`config.mk`:
```
export PLATFORM = sky130hd
export DESIGN_NAME = sync_framed_input_deframer
export DESIGN_NICKNAME = d
export VERILOG_FILES = /design/src/hdl/sfid_pkg.sv /design/src/hdl/sfid_parser.sv /design/src/hdl/sfid_judge.sv /design/src/hdl/sfid_outq.sv /design/src/hdl/sync_framed_input_deframer.sv
export SDC_FILE = /design/constraint.sdc
export NUM_CORES = 1
export LEC_CHECK = 0
export BUFFER_PORTS_ARGS = -buffer_cell sky130_fd_sc_hd__buf_2
export CAP_MARGIN = 20
export CORE_MARGIN = 1
export CORE_UTILIZATION = 30
export DETAILED_ROUTE_END_ITERATION = 10
export PLACE_DENSITY_LB_ADDON = 0.25
export SYNTH_ARGS = -nofsm -noshare
export SYNTH_HDL_FRONTEND = slang
export SYNTH_SLANG_ARGS = --single-unit
```
`constraint.sdc`:
```
create_clock -name clock -period 16.9 [get_ports clock]
set_input_delay 1.69 -clock clock [delete_from_list [all_inputs] [get_ports clock]]
set_output_delay 1.69 -clock clock [all_outputs]
set_load 0.005 [all_outputs]
```
`src/hdl/sfid_pkg.sv`:
```
package sfid_pkg;

   localparam int COUNT_WIDTH_DEFAULT = 32;
   localparam int CSR_INDEX_WIDTH     = 3;
   localparam int OUT_COUNT_WIDTH     = 32;

   localparam logic [7:0]  SYNC_FIRST_RESET    = 8'hA5;
   localparam logic [7:0]  SYNC_SECOND_RESET   = 8'h5A;
   localparam logic [7:0]  ACCEPTED_TYPE_RESET = 8'h01;
   localparam logic [7:0]  MIN_LENGTH_RESET    = 8'd3;
   localparam logic [7:0]  MAX_LENGTH_RESET    = 8'd32;
   localparam logic [15:0] SEQ_HALF_WINDOW     = 16'h8000;

   localparam logic [CSR_INDEX_WIDTH-1:0] CSR_SYNC_FIRST    = 3'd0;
   localparam logic [CSR_INDEX_WIDTH-1:0] CSR_SYNC_SECOND   = 3'd1;
   localparam logic [CSR_INDEX_WIDTH-1:0] CSR_ACCEPTED_TYPE = 3'd2;
   localparam logic [CSR_INDEX_WIDTH-1:0] CSR_MIN_LENGTH    = 3'd3;
   localparam logic [CSR_INDEX_WIDTH-1:0] CSR_MAX_LENGTH    = 3'd4;

   typedef enum logic [2:0] {
      PH_HUNT    = 3'd0,
      PH_SYNC2   = 3'd1,
      PH_TYPE    = 3'd2,
      PH_SEQ_LO  = 3'd3,
      PH_SEQ_HI  = 3'd4,
      PH_LENGTH  = 3'd5,
      PH_PAYLOAD = 3'd6,
      PH_CHECK   = 3'd7
   } phase_type;

   typedef enum logic [2:0] {
      ST_NEW   = 3'd0,
      ST_STALE = 3'd1,
      ST_CSUM  = 3'd2,
      ST_TYPE  = 3'd3,
      ST_LONG  = 3'd4
   } status_type;

   typedef struct packed {
      logic [7:0] sync_first;
      logic [7:0] sync_second;
      logic [7:0] accepted_type;
      logic [7:0] min_length;
      logic [7:0] max_length;
   } cfg_type;

   // Frame end event from the parser to the judge.
   typedef struct packed {
      logic        valid;
      logic        over_limit;
      logic        sum_ok;
      logic [7:0]  frame_type;
      logic [15:0] frame_seq;
      logic [7:0]  payload_len;
      logic [7:0]  first_payload;
   } frame_end_type;

   typedef struct packed {
      status_type                 status;
      logic [7:0]                 frame_type;
      logic [15:0]                frame_seq;
      logic [7:0]                 payload_len;
      logic [7:0]                 control_byte;
      logic [OUT_COUNT_WIDTH-1:0] good_count;
      logic [OUT_COUNT_WIDTH-1:0] error_count;
   } result_type;

endpackage

```
`src/hdl/sfid_parser.sv`:
```
module sfid_parser (
   input  logic                   clock,
   input  logic                   reset,
   input  logic                   take,
   input  logic [7:0]             data_byte,
   input  sfid_pkg::cfg_type      cfg,
   output sfid_pkg::frame_end_type frame_end
);
   import sfid_pkg::*;

   phase_type   phase_ff, phase_in;
   logic [7:0]  sum_ff, sum_in;
   logic [7:0]  type_ff, type_in;
   logic [15:0] seq_ff, seq_in;
   logic [7:0]  len_ff, len_in;
   logic [7:0]  index_ff, index_in;
   logic [7:0]  first_ff, first_in;
   logic [7:0]  sum_add;
   logic [7:0]  index_inc;
   logic        over_limit;

   assign sum_add    = sum_ff + data_byte;
   assign index_inc  = index_ff + 8'd1;
   assign over_limit = data_byte > cfg.max_length;

   // Next state
   always_comb begin
      phase_in = phase_ff;
      sum_in   = sum_ff;
      type_in  = type_ff;
      seq_in   = seq_ff;
      len_in   = len_ff;
      index_in = index_ff;
      first_in = first_ff;
      unique case (phase_ff)
         PH_HUNT: begin
            if (data_byte == cfg.sync_first) begin
               sum_in   = data_byte;
               phase_in = PH_SYNC2;
            end
         end
         PH_SYNC2: begin
            if (data_byte == cfg.sync_second) begin
               sum_in   = sum_add;
               phase_in = PH_TYPE;
            end else if (data_byte == cfg.sync_first) begin
               sum_in   = data_byte;
               phase_in = PH_SYNC2;
            end else begin
               sum_in   = 8'd0;
               phase_in = PH_HUNT;
            end
         end
         PH_TYPE: begin
            type_in  = data_byte;
            sum_in   = sum_add;
            phase_in = PH_SEQ_LO;
         end
         PH_SEQ_LO: begin
            seq_in   = {8'd0, data_byte};
            sum_in   = sum_add;
            phase_in = PH_SEQ_HI;
         end
         PH_SEQ_HI: begin
            seq_in   = {data_byte, seq_ff[7:0]};
            sum_in   = sum_add;
            phase_in = PH_LENGTH;
         end
         PH_LENGTH: begin
            if (over_limit) begin
               phase_in = PH_HUNT;
               sum_in   = 8'd0;
               type_in  = 8'd0;
               seq_in   = 16'd0;
               len_in   = 8'd0;
               index_in = 8'd0;
               first_in = 8'd0;
            end else begin
               len_in   = data_byte;
               index_in = 8'd0;
               sum_in   = sum_add;
               phase_in = (data_byte == 8'd0) ? PH_CHECK : PH_PAYLOAD;
            end
         end
         PH_PAYLOAD: begin
            if (index_ff == 8'd0) begin
               first_in = data_byte;
            end
            index_in = index_inc;
            sum_in   = sum_add;
            if (index_inc >= len_ff) begin
               phase_in = PH_CHECK;
            end
         end
         PH_CHECK: begin
            phase_in = PH_HUNT;
            sum_in   = 8'd0;
            type_in  = 8'd0;
            seq_in   = 16'd0;
            len_in   = 8'd0;
            index_in = 8'd0;
            first_in = 8'd0;
         end
         default: begin
            phase_in = PH_HUNT;
         end
      endcase
   end

   // Outputs
   always_comb begin
      frame_end               = '0;
      frame_end.frame_type    = type_ff;
      frame_end.frame_seq     = seq_ff;
      frame_end.payload_len   = len_ff;
      frame_end.first_payload = first_ff;
      frame_end.sum_ok        = (sum_add == 8'd0);
      if (take && phase_ff == PH_LENGTH && over_limit) begin
         frame_end.valid       = 1'b1;
         frame_end.over_limit  = 1'b1;
         frame_end.payload_len = data_byte;
      end else if (take && phase_ff == PH_CHECK) begin
         frame_end.valid = 1'b1;
      end
   end

   always_ff @(posedge clock) begin
      if (reset) begin
         phase_ff <= PH_HUNT;
         sum_ff   <= '0;
         type_ff  <= '0;
         seq_ff   <= '0;
         len_ff   <= '0;
         index_ff <= '0;
         first_ff <= '0;
      end else if (take) begin
         phase_ff <= phase_in;
         sum_ff   <= sum_in;
         type_ff  <= type_in;
         seq_ff   <= seq_in;
         len_ff   <= len_in;
         index_ff <= index_in;
         first_ff <= first_in;
      end
   end

endmodule

```
`src/hdl/sfid_judge.sv`:
```
module sfid_judge #(
   parameter int COUNT_WIDTH = sfid_pkg::COUNT_WIDTH_DEFAULT
) (
   input  logic                    clock,
   input  logic                    reset,
   input  sfid_pkg::cfg_type       cfg,
   input  sfid_pkg::frame_end_type frame_end,
   output logic                    result_valid,
   output sfid_pkg::result_type    result
);
   import sfid_pkg::*;

   logic [15:0]            last_seq_ff, last_seq_in;
   logic [7:0]             control_ff, control_in;
   logic [COUNT_WIDTH-1:0] good_ff, good_in;
   logic [COUNT_WIDTH-1:0] bad_ff, bad_in;
   logic [15:0]            seq_diff;
   logic                   newer;
   logic [COUNT_WIDTH-1:0] good_inc;
   logic [COUNT_WIDTH-1:0] bad_inc;
   status_type             status;

   assign seq_diff = frame_end.frame_seq - last_seq_ff;
   assign newer    = (seq_diff < SEQ_HALF_WINDOW) && (seq_diff != 16'd0);
   assign good_inc = (good_ff == '1) ? good_ff : good_ff + COUNT_WIDTH'(1);
   assign bad_inc  = (bad_ff == '1) ? bad_ff : bad_ff + COUNT_WIDTH'(1);

   always_comb begin
      last_seq_in = last_seq_ff;
      control_in  = control_ff;
      good_in     = good_ff;
      bad_in      = bad_ff;
      priority if (frame_end.over_limit) begin
         status = ST_LONG;
         bad_in = bad_inc;
      end else if (!frame_end.sum_ok) begin
         status = ST_CSUM;
         bad_in = bad_inc;
      end else if (frame_end.frame_type != cfg.accepted_type ||
                   frame_end.payload_len < cfg.min_length) begin
         status = ST_TYPE;
         bad_in = bad_inc;
      end else if (newer || good_ff == '0) begin
         status      = ST_NEW;
         last_seq_in = frame_end.frame_seq;
         control_in  = frame_end.first_payload;
         good_in     = good_inc;
      end else begin
         status = ST_STALE;
      end
   end

   assign result_valid        = frame_end.valid;
   assign result.status       = status;
   assign result.frame_type   = frame_end.frame_type;
   assign result.frame_seq    = frame_end.frame_seq;
   assign result.payload_len  = frame_end.payload_len;
   assign result.control_byte = control_in;
   assign result.good_count   = OUT_COUNT_WIDTH'(good_in);
   assign result.error_count  = OUT_COUNT_WIDTH'(bad_in);

   always_ff @(posedge clock) begin
      if (reset) begin
         last_seq_ff <= '0;
         control_ff  <= '0;
         good_ff     <= '0;
         bad_ff      <= '0;
      end else if (frame_end.valid) begin
         last_seq_ff <= last_seq_in;
         control_ff  <= control_in;
         good_ff     <= good_in;
         bad_ff      <= bad_in;
      end
   end

endmodule

```
`src/hdl/sfid_outq.sv`:
```
module sfid_outq (
   input  logic                 clock,
   input  logic                 reset,
   input  logic                 push,
   input  sfid_pkg::result_type push_data,
   input  logic                 pop_stall,
   output logic                 head_valid,
   output sfid_pkg::result_type head_data,
   output logic                 full
);
   import sfid_pkg::*;

   logic       head_valid_ff, head_valid_in;
   logic       skid_valid_ff, skid_valid_in;
   result_type head_ff, head_in;
   result_type skid_ff, skid_in;
   logic       pop;

   assign pop = head_valid_ff && !pop_stall;

   always_comb begin
      head_valid_in = head_valid_ff;
      skid_valid_in = skid_valid_ff;
      head_in       = head_ff;
      skid_in       = skid_ff;
      if (!head_valid_ff || pop) begin
         if (skid_valid_ff) begin
            head_valid_in = 1'b1;
            head_in       = skid_ff;
            skid_valid_in = push;
            skid_in       = push_data;
         end else begin
            head_valid_in = push;
            head_in       = push_data;
         end
      end else if (push) begin
         skid_valid_in = 1'b1;
         skid_in       = push_data;
      end
   end

   always_ff @(posedge clock) begin
      if (reset) begin
         head_valid_ff <= 1'b0;
         skid_valid_ff <= 1'b0;
      end else begin
         head_valid_ff <= head_valid_in;
         skid_valid_ff <= skid_valid_in;
      end
   end

   always_ff @(posedge clock) begin
      head_ff <= head_in;
      skid_ff <= skid_in;
   end

   assign head_valid = head_valid_ff;
   assign head_data  = head_ff;
   assign full       = skid_valid_ff;

endmodule

```
`src/hdl/sync_framed_input_deframer.sv`:
```
// Two-byte sync frame deframer. Feed one received stream byte per item on
// the req_ channel; one item is taken every clock while req_stall is
// low. The block hunts for sync_first then sync_second (a repeated first
// sync byte restarts the frame), then collects type, little-endian 16-bit
// sequence, length, payload and a check byte that must bring the 8-bit sum
// of all frame bytes to zero. Each frame end (length over max_length, or
// the check byte) gives one rsp_ item with status, header fields, the
// latest control byte and saturating good/error counts; all other bytes
// give none. The result is registered into the output buffer as the byte
// that ends the frame is taken. Results pass through a two-entry output
// buffer, so req_stall rises only when both entries are full; it is a
// registered signal. Write the csr_ registers only while the block is idle.
module sync_framed_input_deframer #(
   parameter int COUNT_WIDTH = sfid_pkg::COUNT_WIDTH_DEFAULT
) (
   input  logic                                  clock,
   input  logic                                  reset,
   input  logic                                  req_valid,
   output logic                                  req_stall,
   input  logic [7:0]                            req_data_byte,
   output logic                                  rsp_valid,
   input  logic                                  rsp_stall,
   output logic [2:0]                            rsp_status,
   output logic [7:0]                            rsp_frame_type,
   output logic [15:0]                           rsp_frame_seq,
   output logic [7:0]                            rsp_payload_len,
   output logic [7:0]                            rsp_control_byte,
   output logic [sfid_pkg::OUT_COUNT_WIDTH-1:0]  rsp_good_count,
   output logic [sfid_pkg::OUT_COUNT_WIDTH-1:0]  rsp_error_count,
   input  logic                                  csr_write,
   input  logic [sfid_pkg::CSR_INDEX_WIDTH-1:0]  csr_index,
   input  logic [7:0]                            csr_data
);
   import sfid_pkg::*;

   cfg_type       cfg_ff, cfg_in;
   logic          take;
   frame_end_type frame_end;
   logic          result_valid;
   result_type    result;
   result_type    head_data;
   logic          queue_full;

   // Configuration registers; drop writes to unused indexes.
   always_comb begin
      cfg_in = cfg_ff;
      if (csr_write) begin
         unique case (csr_index)
            CSR_SYNC_FIRST:    cfg_in.sync_first    = csr_data;
            CSR_SYNC_SECOND:   cfg_in.sync_second   = csr_data;
            CSR_ACCEPTED_TYPE: cfg_in.accepted_type = csr_data;
            CSR_MIN_LENGTH:    cfg_in.min_length    = csr_data;
            CSR_MAX_LENGTH:    cfg_in.max_length    = csr_data;
            default:           cfg_in               = cfg_ff;
         endcase
      end
   end

   always_ff @(posedge clock) begin
      if (reset) begin
         cfg_ff.sync_first    <= SYNC_FIRST_RESET;
         cfg_ff.sync_second   <= SYNC_SECOND_RESET;
         cfg_ff.accepted_type <= ACCEPTED_TYPE_RESET;
         cfg_ff.min_length    <= MIN_LENGTH_RESET;
         cfg_ff.max_length    <= MAX_LENGTH_RESET;
      end else begin
         cfg_ff <= cfg_in;
      end
   end

   // Hold input while the output buffer has no free entry.
   assign req_stall = queue_full;
   assign take      = req_valid && !queue_full;

   sfid_parser u_parser (
      .clock     (clock),
      .reset     (reset),
      .take      (take),
      .data_byte (req_data_byte),
      .cfg       (cfg_ff),
      .frame_end (frame_end)
   );

   // Decide status, advance sequence tracking and counters at frame end.
   sfid_judge #(
      .COUNT_WIDTH (COUNT_WIDTH)
   ) u_judge (
      .clock        (clock),
      .reset        (reset),
      .cfg          (cfg_ff),
      .frame_end    (frame_end),
      .result_valid (result_valid),
      .result       (result)
   );

   sfid_outq u_outq (
      .clock      (clock),
      .reset      (reset),
      .push       (result_valid),
      .push_data  (result),
      .pop_stall  (rsp_stall),
      .head_valid (rsp_valid),
      .head_data  (head_data),
      .full       (queue_full)
   );

   assign rsp_status       = head_data.status;
   assign rsp_frame_type   = head_data.frame_type;
   assign rsp_frame_seq    = head_data.frame_seq;
   assign rsp_payload_len  = head_data.payload_len;
   assign rsp_control_byte = head_data.control_byte;
   assign rsp_good_count   = head_data.good_count;
   assign rsp_error_count  = head_data.error_count;

endmodule
```
# Word-level counts from Yosys, hierarchy flattened

Cells that the tools add are included.

Add/subtract/negate cells: 5
$mul: 0
Div/mod/pow operators: 0
Magnitude comparators: 4
Eq/ne operators: 21
Shift operators: 0
Muxes and demuxes: 50
Bitwise logic cells: 3
Reductions and logical operators: 43

Operator list:

| kind                                                                     | count |
|---|---|
| 107-bit 2-to-1 mux                                                       | 4 |
| 32-bit 2-to-1 mux                                                        | 9 |
| 8-bit 2-to-1 mux                                                         | 12 |
| 32-bit by 1-bit adder with 32-bit output (second input constant)         | 2 |
| 32-bit == test (second input constant)                                   | 2 |
| 16-bit case mux with 4 select lines                                      | 1 |
| 8-bit case mux with 3 select lines                                       | 2 |
| 8-bit case mux with 5 select lines                                       | 1 |
| 32-bit zero test                                                         | 1 |
| 8-bit case mux with 2 select lines                                       | 2 |
| 8-bit zero test                                                          | 3 |
| 3-bit case mux with 8 select lines                                       | 1 |
| 3-bit 2-to-1 mux                                                         | 7 |
| 2-bit AND reduction                                                      | 9 |
| 8-bit == test                                                            | 2 |
| 16-bit < comparator (second input constant)                              | 1 |
| 16-bit 2-to-1 mux                                                        | 1 |
| 16-bit nonzero test                                                      | 1 |
| 16-bit subtractor                                                        | 1 |
| 3-bit == test (second input constant)                                    | 5 |
| 3-bit by 2-bit == test with 1-bit output (second input constant)         | 4 |
| 1-bit 2-to-1 mux                                                         | 10 |
| 2-bit by 1-bit inequality test with 1-bit output (second input constant) | 5 |
| 3-bit AND reduction                                                      | 3 |
| other kinds (19)                                                         | 37 |

Register bits after elaboration: 403
Latch bits: 0
RAM bits: 0
Memory bits (read-only): 0
Input bits: 24
Output and inout port bits: 109
Word-level logic and storage cells: 159
Memories: 0

# Longest topological paths before layout

Gate-level depths: netlist (run 1).

Depth after elaboration: 12
Gate-level depth with buffers: 23
Mapped depth without buffers: 19

# By module

A second synthesis (run 1) with hierarchy kept.

Cells, all modules: 1,827
Area, all modules: 20,106.8 um2

Modules (own cells, without submodules):

| module                     | instances | cells each | area an instance (um2) | sequential area each (um2) |
|---|---|---|---|---|
| sfid_outq                  | 1         | 342        | 7,838.8                | 6,466.2 |
| sfid_judge                 | 1         | 913        | 7,061.8                | 1,761.7 |
| sfid_parser                | 1         | 417        | 3,563.4                | 1,181.1 |
| sync_framed_input_deframer | 1         | 155        | 1,642.8                | 800.8 |

# Least setup slack after synthesis (run 1)

Ideal clock, no wire load.

Path kind: in2reg
Start point: input rsp_stall
End point: register u_outq.skid_ff[0] (netlist bit), enable pin
Arrival: 12.038 ns
Setup slack: 4.141 ns
Stages: 2
Buffers on the path: 0
Cells stage by stage: nand2_1 -> o21ai_0

Longest elaborated chain between the ends: 5
Elaborated cells between the ends (all ways): 6
Classes of those cells: eq/ne: 1; reduce/logical: 5

RTL lines:

| element                                                                                                        | line                             | source |
|---|---|---|
| start: declaration                                                                                             | sync_framed_input_deframer.sv:22 | `input logic rsp_stall,` |
| 1-bit zero test *                                                                                              | sfid_outq.sv:19                  | `assign pop = head_valid_ff && !pop_stall;` |
| 1-bit logical AND *                                                                                            | sfid_outq.sv:19                  |  |
| 1-bit logical OR *                                                                                             | sfid_outq.sv:26                  | `if (!head_valid_ff \|\| pop) begin` |
| 2-bit by 1-bit inequality test with 1-bit output (no source line) / 2-bit nonzero test (equally long branches) | -                                |  |
| 2-bit AND reduction (no source line) *                                                                         | -                                |  |
| end signal: assignment                                                                                         | sfid_outq.sv:54                  | `skid_ff <= skid_in;` |
| end: declaration                                                                                               | sfid_outq.sv:16                  | `result_type skid_ff, skid_in;` |

Mark *: on every way between the ends. The rest lies on a longest branch, timed or not.
A chain may end at the register's enable or synchronous reset.

==> metrics.csv, run 1 <==
stage;metric;value;unit
status;status;finished clean;
yosys;Synth Instances;1888;
worst_setup_path;reg2reg end;u_outq.head_data[31];
power;Psw;0.000439;W
power;Clock power frac;47.5;%
clock_tree;Clock Sinks;403;
clock_tree;postcts setup bufs;0;
worst_hold_path;hold path depth;2;
yosys;#FFs+latches synth;403;
sta;Slew HR;30.4;%
detailed_routing;DRT iter0 DRCs;950;
grt;Overall Global Routing Usage;15.0;%
sta;Slew @ Worst Pin;1.04;ns
grt;largest net degree at the start of global routing;102;
clock_tree;largest buffer count on any clock path;3;
sta;setup TNS;0;ns
clock_tree;clock-pin slew on the worst setup and hold paths;0.06;ns
place;gpl congestion;0.817;
yosys;post-synthesis sequential area ratio;53.1;%
worst_hold_path;hold path start;cfg_ff[4];
finish;fin nets;2065;
sta;Tcrit/Tclk final;38.6;%
yosys;Synth cell types;65;
yosys;Syn. warnings;0;
detailed_routing;vias per cell;4.96;
sta;Final Hold Viols;0;
clock_tree;Clock H-tree levels;2;
yosys;top_reg_cell synth;edfxtp_1;
floorplanning;Core Area;63200;um2
worst_setup_path;crit-path cells;buf_2, ha_1, a211o_1, a21oi_1, nand3_1, nand2_1, inv_1, o21ai_0, ha_1, a21boi_0, nor4_1, nor3b_1, nand4_1, nand3_1, nor3_1, xor2_1, mux2_2;
clock_tree;clock latency on the worst-skew pair;0.59;ns
place;port bufs;132;
power;Power Total;0.00204;W
detailed_routing;vias;14300;
finish;Non-Filler Instances;2873;
clock_tree;clk root buf;clkbuf_16;
detailed_routing;number of routed nets with antenna violations;0;
worst_hold_path;Hold Crit Class;flop to flop;
worst_setup_path;reg2reg setup slack;11.01;ns
worst_setup_path;CP max FO;23;
sta;f_max;153;MHz
finish;share of cells above drive strength 1;15.5;%
worst_setup_path;Crit-path slowest cell;nand3_1;
power;pwr/cell area;91.7;nW/um2
grt;Congestion Overflow GR;0;
detailed_routing;WL/cell;17.1;um
finish;commonest non-fill, non-tap cells in the layout;edfxtp_1, dfxtp_1, nand2_1;
yosys;asr flop ratio synth;0;%
power;sequential power share;50.3;%
worst_setup_path;cells on worst reg2reg path;16;
grt;first-pass GRT wire length;76500;um
worst_setup_path;FF-to-FF Start;u_outq.full;
power;static leakage;8.67;nW
sta;final hold slack;0.456;ns
worst_setup_path;WP data required;17.24;ns
sta;Max Slew Vio Count;0;
worst_setup_path;WP data arrival;6.86;ns
place;cell count after placement;2786;
power;Logic pwr share;2.1;%
finish;area delta synth->final;15.4;%
detailed_routing;drt pass-1 iters;5;
clock_tree;CTS resizes;0;
place;DP Area;20700;um2
detailed_routing;# DRC;0;
floorplanning;Die Area;65200;um2
yosys;synthesized area;19200;um2
sta;Final min period;6.52;ns
grt;number of global-route vias before repair;13700;
worst_setup_path;CP peak stage delay;0.75;ns
sta;RSZ-0062 raised after global routing;no;
clock_tree;cts hold-fix bufs;0;
place;detailed placement HPWL;33000;um
yosys;synthesized area per cell;10.2;um2
floorplanning;Die W;255;um
power;cell internal pwr;0.00160;W
sta;Final setup viols;0;
floorplanning;initial core utilization;30.4;%
clock_tree;CTS Buf Count;46;
worst_setup_path;CP endpoint kind;flop;
finish;antenna diode count;0;
detailed_routing;Routed WL;49100;um
finish;most common cell after layout, fill and taps aside;edfxtp_1;
worst_setup_path;crit path launch type;primary input;
grt;initial antenna violation count;0;
floorplanning;Die H;255;um
worst_setup_path;critical path class;primary input to flop;
flow_run;Maximum Capacitance Violations;0;
clock_tree;CTS tree;done;
yosys;Post-synth EDFFs;214;
finish;post-route cell area;22200;um2
power;Net Sw Frac;21.5;%
yosys;syn_nets;1964;
sta;Worst Clk Skew;0.0207;ns
worst_hold_path;Worst Hold Endpoint;cfg_ff[4];
power;Peak VDD IR;63.2;uV
floorplanning;io pins;133;
floorplanning;Core Rows;92;
==> logic make-up (layout without fill, tap and decap cells) <==
logic type / after synthesis / after routing / synth area share, %
XOR/XNOR: 98 / 98 / 4.46
adder cells (fa/ha/maj): 52 / 52 / 3.46
flip-flops: 403 / 403 / 53.1
multiplexers: 115 / 115 / 6.53
buffers and inverters: 158 / 297 / 3.17
AO/OA/AOI/OAI: 368 / 368 / 11.6
AND/OR/NAND/NOR: 694 / 694 / 17.7
==> cell type report <==
class | count | area, um2
Fill cell | 6364 | 41000
Sequential cell | 403 | 10200
Multi-Input combinational cell | 1327 | 8440
Clock buffer | 70 | 1330
Tap cell | 846 | 1060
Timing Repair Buffer | 146 | 792
Inverter | 65 | 245
Clock inverter | 16 | 121
==> routing by layer <==
metal  part of all wire [%]  GRT usage (%)
met1                     46           19.8
met2                     47           24.9
met3                    5.0           2.61
met4                    2.5           4.55
met5                      0              0
==> cells in the mapped netlist (7+ instances only) <==
cell type / number / area share [%]
or2_2: 13 / 0.42
or3_1: 65 / 2.1
nor3_1: 43 / 1.1
nor2b_1: 22 / 0.72
nand2b_1: 12 / 0.39
or4_1: 13 / 0.51
o211ai_1: 13 / 0.51
xnor2_1: 55 / 2.5
nand3_1: 47 / 1.2
a21oi_1: 122 / 3.2
edfxtp_1: 214 / 33
a21o_1: 10 / 0.39
nand4_1: 28 / 0.91
nand2_1: 182 / 3.6
nor2_1: 180 / 3.5
nor4_1: 18 / 0.59
a22oi_1: 17 / 0.66
o31ai_1: 7 / 0.27
and3_1: 33 / 1.1
nand3b_1: 13 / 0.51
mux2_2: 84 / 4.9
ha_1: 50 / 3.3
o21a_1: 14 / 0.55
clkbuf_1: 79 / 1.5
buf_1: 7 / 0.14
a31oi_1: 36 / 1.2
a211oi_1: 11 / 0.43
o21ai_0: 97 / 2.5
mux2i_1: 31 / 1.6
xor2_1: 43 / 2.0
o31a_1: 7 / 0.32
a211o_1: 8 / 0.36
inv_1: 64 / 1.2
dfxtp_1: 189 / 20
==> flip-flops by register name (all words and copies together) (netlist names) <==
name,cells
u_judge.control_ff,8
u_judge.last_seq_ff,16
u_parser.len_ff,8
u_parser.index_ff,8
u_parser.seq_ff,16
u_parser.type_ff,8
u_parser.phase_ff,3
u_parser.sum_ff,8
u_outq.head_data,107
u_parser.first_ff,8
u_outq.skid_ff,107
cfg_ff,40
u_outq.full,1
u_judge.good_ff,32
u_outq.head_valid,1
u_judge.bad_ff,32
==> how the worst max path moves through the flow <==
stage / startpoint / to / slack [ns]
2_1_floorplan: rsp_stall / u_outq.skid_ff[0] / 4.14
3_3_place_gp: req_data_byte[5] / u_outq.head_data[31] / 9.89
3_5_place_dp: req_data_byte[5] / u_outq.head_data[31] / 9.75
4_1_cts: req_data_byte[5] / u_outq.head_data[31] / 10.40
5_1_grt: req_data_byte[5] / u_outq.head_data[31] / 9.94
6_report: req_data_byte[5] / u_outq.head_data[31] / 10.38
==> power groups by stage <==
stage	sequential (W)	clock [W]	combinational, W
floorplan	0.00105	0	0.0000272
detailed placement	0.00105	0	0.0000425
global placement	0.00105	0	0.0000415
finish	0.00102	0.000968	0.0000435
global route	0.00102	0.00104	0.0000475
CTS	0.00102	0.00100	0.0000427
==> critical path: cells and delay by family <==
| family | cells | cell delay (ns) |
|---|---|---|
| compound gates | 4 | 1.10 |
| fa+ha+maj | 2 | 0.65 |
| xor+xnor | 1 | 0.13 |
| mux | 1 | 0.28 |
| buf+inv | 2 | 0.54 |
| simple gates | 7 | 2.45 |
==> through the flow <==
stage / utilization [%] / setup WS, ns
after floorplan: - / 4.14
after global placement: 32.8 / 9.89
after detailed placement: 32.8 / 9.75
after CTS: 35.1 / 10.40
after global routing: 35.1 / 9.94
final: 35.1 / 10.38
Note: power is estimated with default switching activity, not from simulation.
==> run 2, diff against run 1 <==
==> constraint.sdc (replaced) <==
create_clock -name clock -period 6.4 [get_ports clock]
set_input_delay 0.64 -clock clock [delete_from_list [all_inputs] [get_ports clock]]
set_output_delay 0.64 -clock clock [all_outputs]
set_load 0.005 [all_outputs]
==> run 2 against run 1 <==
  * Design area is 1.7% higher
  * First-iteration DRC count is 9.8% lower
  * Core utilization is 0.58 points higher
  * Critical path depth stayed put
  * Total power grew to 2.8 times the previous value
  * Non-clock buffer count is 8 higher
  * Register-to-register slack worse by 10 ns
  * Hold slack worse by 0.086 ns
  * Largest power group is now clock
  * Highest routed layer is now met5
==> metrics.csv, run 2 (same netlist as run 1, synthesis figures left out) <==
stage;metric;value;unit
sta;fin worst setup slack;1.02;ns
sta;Tcrit/Tclk final;84.1;%
clock_tree;postcts setup bufs;0;
floorplanning;Die Area;65200;um2
sta;Max Slew Vio Count;0;
clock_tree;CTS tree;done;
floorplanning;Die W;255;um
power;Net Sw Frac;20.9;%
finish;area delta synth->final;17.3;%
finish;share of cells above drive strength 1;16.7;%
worst_setup_path;WP data arrival;5.87;ns
detailed_routing;# DRC;0;
power;Logic pwr share;2.1;%
sta;Slew HR;26.4;%
floorplanning;io pins;133;
place;detailed placement HPWL;32600;um
clock_tree;cts hold-fix bufs;0;
grt;initial antenna violation count;1;
clock_tree;CTS Buf Count;47;
worst_setup_path;CP endpoint kind;flop;
worst_setup_path;crit path launch type;flop;
power;sequential power share;46.8;%
sta;f_max;186;MHz
finish;Non-Filler Instances;2882;
place;pre-CTS setup slack;0.709;ns
clock_tree;CTS resizes;0;
detailed_routing;number of routed nets with antenna violations;0;
power;Peak VDD IR;197;uV
grt;Overall Global Routing Usage;15.0;%
place;cell count after placement;2795;
grt;number of global-route vias before repair;13500;
sta;setup TNS;0;ns
finish;most common cell after layout, fill and taps aside;edfxtp_1;
grt;Congestion Overflow GR;0;
clock_tree;clk root buf;clkbuf_16;
power;pwr/cell area;256;nW/um2
floorplanning;initial core utilization;30.4;%
place;gpl congestion;0.857;
finish;commonest non-fill, non-tap cells in the layout;edfxtp_1, dfxtp_1, nand2_1;
detailed_routing;vias;14200;
power;Psw;0.00121;W
detailed_routing;DRT iter0 DRCs;857;
clock_tree;clock latency on the worst-skew pair;0.60;ns
floorplanning;Core Rows;92;
worst_setup_path;critical path class;flop to flop;
worst_setup_path;WP data required;6.89;ns
finish;antenna diode count;0;
power;Clock power frac;51.1;%
sta;Slew @ Worst Pin;1.10;ns
power;Power Total;0.00578;W
finish;fin nets;2074;
sta;Final setup viols;0;
sta;Final min period;5.38;ns
sta;Worst Clk Skew;0.0381;ns
clock_tree;largest buffer count on any clock path;3;
clock_tree;Clock Sinks;403;
detailed_routing;vias per cell;4.93;
place;port bufs;132;
flow_run;Maximum Capacitance Violations;0;
detailed_routing;Routed WL;49100;um
worst_hold_path;Hold Crit Class;primary input to flop;
power;static leakage;8.83;nW
detailed_routing;WL/cell;17.0;um
clock_tree;Clock H-tree levels;2;
worst_setup_path;CP max FO;50;
floorplanning;Die H;255;um
status;status;finished clean;
clock_tree;clock-pin slew on the worst setup and hold paths;0.06;ns
power;cell internal pwr;0.00458;W
floorplanning;Core Area;63200;um2
sta;RSZ-0062 raised after global routing;no;
grt;largest net degree at the start of global routing;114;
grt;first-pass GRT wire length;76800;um
sta;Final Hold Viols;0;
detailed_routing;drt pass-1 iters;5;
finish;Post-Route Utilization;35.7;%
run 2: changes by cell type in the layout (fill, tap and decap cells not counted), moves of 2 or more:
cell	delta
bufinv_16	+8
buf_4	+7
clkbuf_1	-6
clkinv_1	-4
buf_12	+2
clkbuf_16	+2
clkbuf_8	-2
clkinv_4	+2
run 2: metal layers:
metal / global-route usage [%] / vias up / share of wire [%]
met5: 0 / - / 0.020
met4: 3.83 / 2 / 2.0
met3: 2.80 / 68 / 5.2
met2: 24.5 / 285 / 47
met1: 20.3 / 6810 / 46
li1: - / 7051 / -
run 2: layout make-up:
cell class                 count  area, um2
fill                        6341      40600
sequential                   403      10200
multi-input combinational   1327       8480
clock buffer                  65       1340
tap                          846       1060
timing repair buffer         154        857
clock inverter                22        378
inverter                      65        250
run 2: worst paths after layout:
path | end | start | slack [ns] | cells past startpoint
worst min-delay path | cfg_ff[0] | csr_data[0] | 0.37 | 3
worst max-delay path | u_judge.good_ff[28] | u_parser.phase_ff[2] | 1.02 | 17
worst min register to register | u_parser.len_ff[4] | u_parser.len_ff[4] | 0.45 | 2
worst max register to register | u_judge.good_ff[28] | u_parser.phase_ff[2] | 1.02 | 17
run 2: critical path, cell delays in order, from the launching register on:
cell and delay, ns:
dfxtp_1 0.65, and4b_1 0.48, o211ai_1 0.15, a21oi_1 0.17, nand2_1 0.22, inv_1 0.36
o21ai_0 0.22, ha_1 0.36, a21oi_1 0.06, a21boi_0 0.31, nor4_1 0.09, and3_1 0.21
a211o_1 0.32, nor4_4 0.33, o211ai_1 0.43, buf_12 0.34, or4_1 0.41, a21oi_1 0.14
run 2: power by group through the flow:
stage          clock network, W  logic (W)  registers, W
2_1_floorplan                 0  0.0000745       0.00276
6_report                0.00296   0.000121       0.00271
4_1_cts                 0.00305   0.000120       0.00271
3_5_place_dp                  0   0.000120       0.00276
3_3_place_gp                  0   0.000118       0.00276
5_1_grt                 0.00315   0.000131       0.00270
run 2: metrics by stage:
step | cell area (um2) | hold slack [ns]
floorplan | 19300 | 0.429
global placement | 20900 | 0.439
detailed placement | 20900 | 0.446
CTS | 22600 | 0.327
global route | 22600 | 0.350
finish | 22600 | 0.370
==> run 3, diff against run 2 <==
--- a/config.mk
+++ b/config.mk
@@ -5,6 +5,7 @@
 export SDC_FILE = /design/constraint.sdc
 export NUM_CORES = 1
 export LEC_CHECK = 0
+export ABC_AREA = 1
 export BUFFER_PORTS_ARGS = -buffer_cell sky130_fd_sc_hd__buf_2
 export CAP_MARGIN = 20
 export CORE_MARGIN = 1
==> constraint.sdc (replaced) <==
create_clock -name clock -period 5.5 [get_ports clock]
set_input_delay 0.55 -clock clock [delete_from_list [all_inputs] [get_ports clock]]
set_output_delay 0.55 -clock clock [all_outputs]
set_load 0.005 [all_outputs]
==> run 3 against run 2 <==
  * Total power rose by 12%
  * Clock skew fell by 0.0063 ns
  * Register-to-register slack improved by 0.29 ns
  * Worst setup slack improved by 0.29 ns
  * Non-clock buffer count fell by 1
  * Via count rose by 16%
  * Routed wire length rose by 11%
  * Core utilization fell by 0.52 points
  * Flip-flop and latch count did not move
  * Design area rose by 3.2%
  * Critical path type unchanged
  * Largest cell class unchanged
  * Largest power group unchanged
  * Highest routed layer is now met4
==> metrics.csv, run 3 <==
stage;metric;value;unit
status;status;finished clean;
finish;Non-Filler Instances;3507;
power;cell internal pwr;0.00504;W
power;pwr/cell area;277;nW/um2
worst_setup_path;WP buf/inv;4;
sta;Slew HR;36.6;%
yosys;synthesized area;20200;um2
worst_hold_path;Hold Crit Class;primary input to flop;
detailed_routing;Routed WL;54700;um
sta;fin worst setup slack;1.30;ns
grt;largest net degree at the start of global routing;94;
yosys;top cell type's share of synthesized area;31.8;%
clock_tree;Clock Sinks;403;
clock_tree;CTS tree;done;
clock_tree;postcts setup bufs;0;
grt;number of global-route vias before repair;16000;
yosys;top_reg_cell synth;edfxtp_1;
finish;commonest non-fill, non-tap cells in the layout;nand2_1, inv_1, edfxtp_1;
detailed_routing;DRT iter0 DRCs;907;
yosys;#FFs+latches synth;403;
finish;most common cell after layout, fill and taps aside;nand2_1;
grt;Congestion Overflow GR;0;
yosys;cells taking the most area after synthesis;edfxtp_1, dfxtp_1, nand2_1;
floorplanning;initial core utilization;30.5;%
place;port bufs;132;
sta;final hold slack;0.291;ns
sta;Tcrit/Tclk final;76.3;%
sta;setup TNS;0;ns
detailed_routing;vias per cell;4.70;
power;Peak VDD IR;209;uV
clock_tree;cts hold-fix bufs;0;
yosys;syn_nets;2570;
power;Clock power frac;49.0;%
yosys;Synth cell types;53;
grt;Overall Global Routing Usage;16.1;%
grt;initial antenna violation count;0;
finish;share of cells above drive strength 1;10.8;%
finish;area delta synth->final;15.4;%
sta;Slew @ Worst Pin;0.951;ns
worst_setup_path;CP max FO;27;
flow_run;Maximum Capacitance Violations;0;
worst_setup_path;crit-path cells;inv_1, ha_1, nand2_1, inv_1, nand2_1, nand2_1, nand2_1, nand2_1, nand3_1, buf_4, o21ai_0, ha_1, a21oi_1, nor2_1, a211oi_1, nand2_4, nand4_4, buf_4, o21ai_1, nand2_1, nand2_1, nand2_1;
floorplanning;Core Rows;94;
detailed_routing;number of routed nets with antenna violations;0;
yosys;Syn. warnings;0;
detailed_routing;WL/cell;15.6;um
worst_setup_path;critical path class;flop to flop;
worst_setup_path;Crit-path slowest cell;buf_4;
yosys;synthesized area per cell;8.09;um2
worst_setup_path;most used cell, CP;nand2_1;
sta;f_max;238;MHz
power;static leakage;11.1;nW
place;pre-CTS setup slack;0.922;ns
worst_setup_path;critical path's top delay family;simple AND/OR/NAND/NOR gates;
detailed_routing;# DRC;0;
sta;Final setup viols;0;
floorplanning;Die H;261;um
worst_setup_path;WP data required;5.98;ns
place;cell count after placement;3417;
power;Net Sw Frac;21.8;%
floorplanning;Die W;261;um
clock_tree;clock latency on the worst-skew pair;0.61;ns
worst_setup_path;CP peak stage delay;0.48;ns
clock_tree;clock-pin slew on the worst setup and hold paths;0.06;ns
clock_tree;CTS resizes;0;
power;Logic pwr share;2.2;%
floorplanning;Die Area;68300;um2
clock_tree;largest buffer count on any clock path;3;
sta;Final Hold Viols;0;
detailed_routing;vias;16500;
clock_tree;Clock H-tree levels;2;
yosys;Post-synth EDFFs;214;
yosys;asr flop ratio synth;0;%
finish;fin nets;2680;
yosys;Synth Instances;2494;
yosys;leading area contributor after synthesis;edfxtp_1;
detailed_routing;drt pass-1 iters;6;
yosys;post-synthesis sequential area ratio;50.6;%
place;gpl congestion;0.866;
sta;Max Slew Vio Count;0;
sta;Worst Clk Skew;0.0317;ns
finish;FILL cells;6877;
sta;RSZ-0062 raised after global routing;no;
finish;Post-Route Utilization;35.2;%
grt;first-pass GRT wire length;87100;um
power;sequential power share;48.8;%
worst_setup_path;CP endpoint kind;flop;
place;detailed placement HPWL;36600;um
sta;Final min period;4.20;ns
finish;area taken by multi-input logic gates;8000;um2
yosys;count leader, synth;nand2_1;
floorplanning;Core Area;66200;um2
yosys;top cells by count, synth;nand2_1, inv_1, edfxtp_1;
floorplanning;io pins;133;
finish;antenna diode count;0;
worst_setup_path;WP data arrival;4.68;ns
power;Psw;0.00141;W
worst_setup_path;crit path launch type;flop;
clock_tree;CTS Buf Count;48;
finish;sequential cell area;10200;um2
clock_tree;clk root buf;clkbuf_16;
[run 3: tightest hold or removal path, cell delays in order]
cell and delay, ns:
buf_2 0.16, nand2_1 0.07, nand3_1 0.07
[run 3: cells by family after synthesis]
kind of cell,synth area share (%)
fa+ha+maj,3.30
compound gates,11.3
buf+inv,9.95
simple gates,23.4
xor+xnor,1.48
flops,50.6
[run 3: power groups by stage]
| stage | clock network (W) | registers, W | logic (W) |
|---|---|---|---|
| after floorplan | 0 | 0.00321 | 0.0000820 |
| after global placement | 0 | 0.00322 | 0.000135 |
| after detailed placement | 0 | 0.00322 | 0.000137 |
| after CTS | 0.00326 | 0.00315 | 0.000138 |
| after global routing | 0.00336 | 0.00315 | 0.000155 |
| final | 0.00316 | 0.00315 | 0.000140 |
[run 3: through the flow]
step | instance area [um2] | total power, W
after floorplan | 20200 | 0.00330
final | 23300 | 0.00645
after CTS | 23300 | 0.00655
after global routing | 23300 | 0.00667
after global placement | 21700 | 0.00335
after detailed placement | 21700 | 0.00335
[run 3: final timing paths]
check	startpoint	endpoint	slack, ns	cells after the start
setup / recovery	cfg_ff[3]	u_outq.head_data[57]	1.30	22
hold / removal	csr_data[0]	cfg_ff[16]	0.29	3
setup reg to reg	cfg_ff[3]	u_outq.head_data[57]	1.30	22
hold reg to reg	u_parser.seq_ff[0]	u_outq.skid_ff[80]	0.47	0
[run 3: layer usage]
layer / share of wire, % / vias up / track usage [%]
met5: 0 / - / 0
met1: 47 / 7742 / 21.6
met4: 2.6 / 0 / 5.62
met2: 46 / 336 / 26.4
li1: - / 8341 / -
met3: 4.2 / 75 / 2.09
[run 3: final cells by class]
cell class / count / area share (%)
inverter: 420 / 6.77
tap: 864 / 4.64
multi-input combinational: 1578 / 34.3
clock inverter: 22 / 0.934
clock buffer: 67 / 5.77
timing repair buffer: 153 / 3.73
sequential: 403 / 43.8
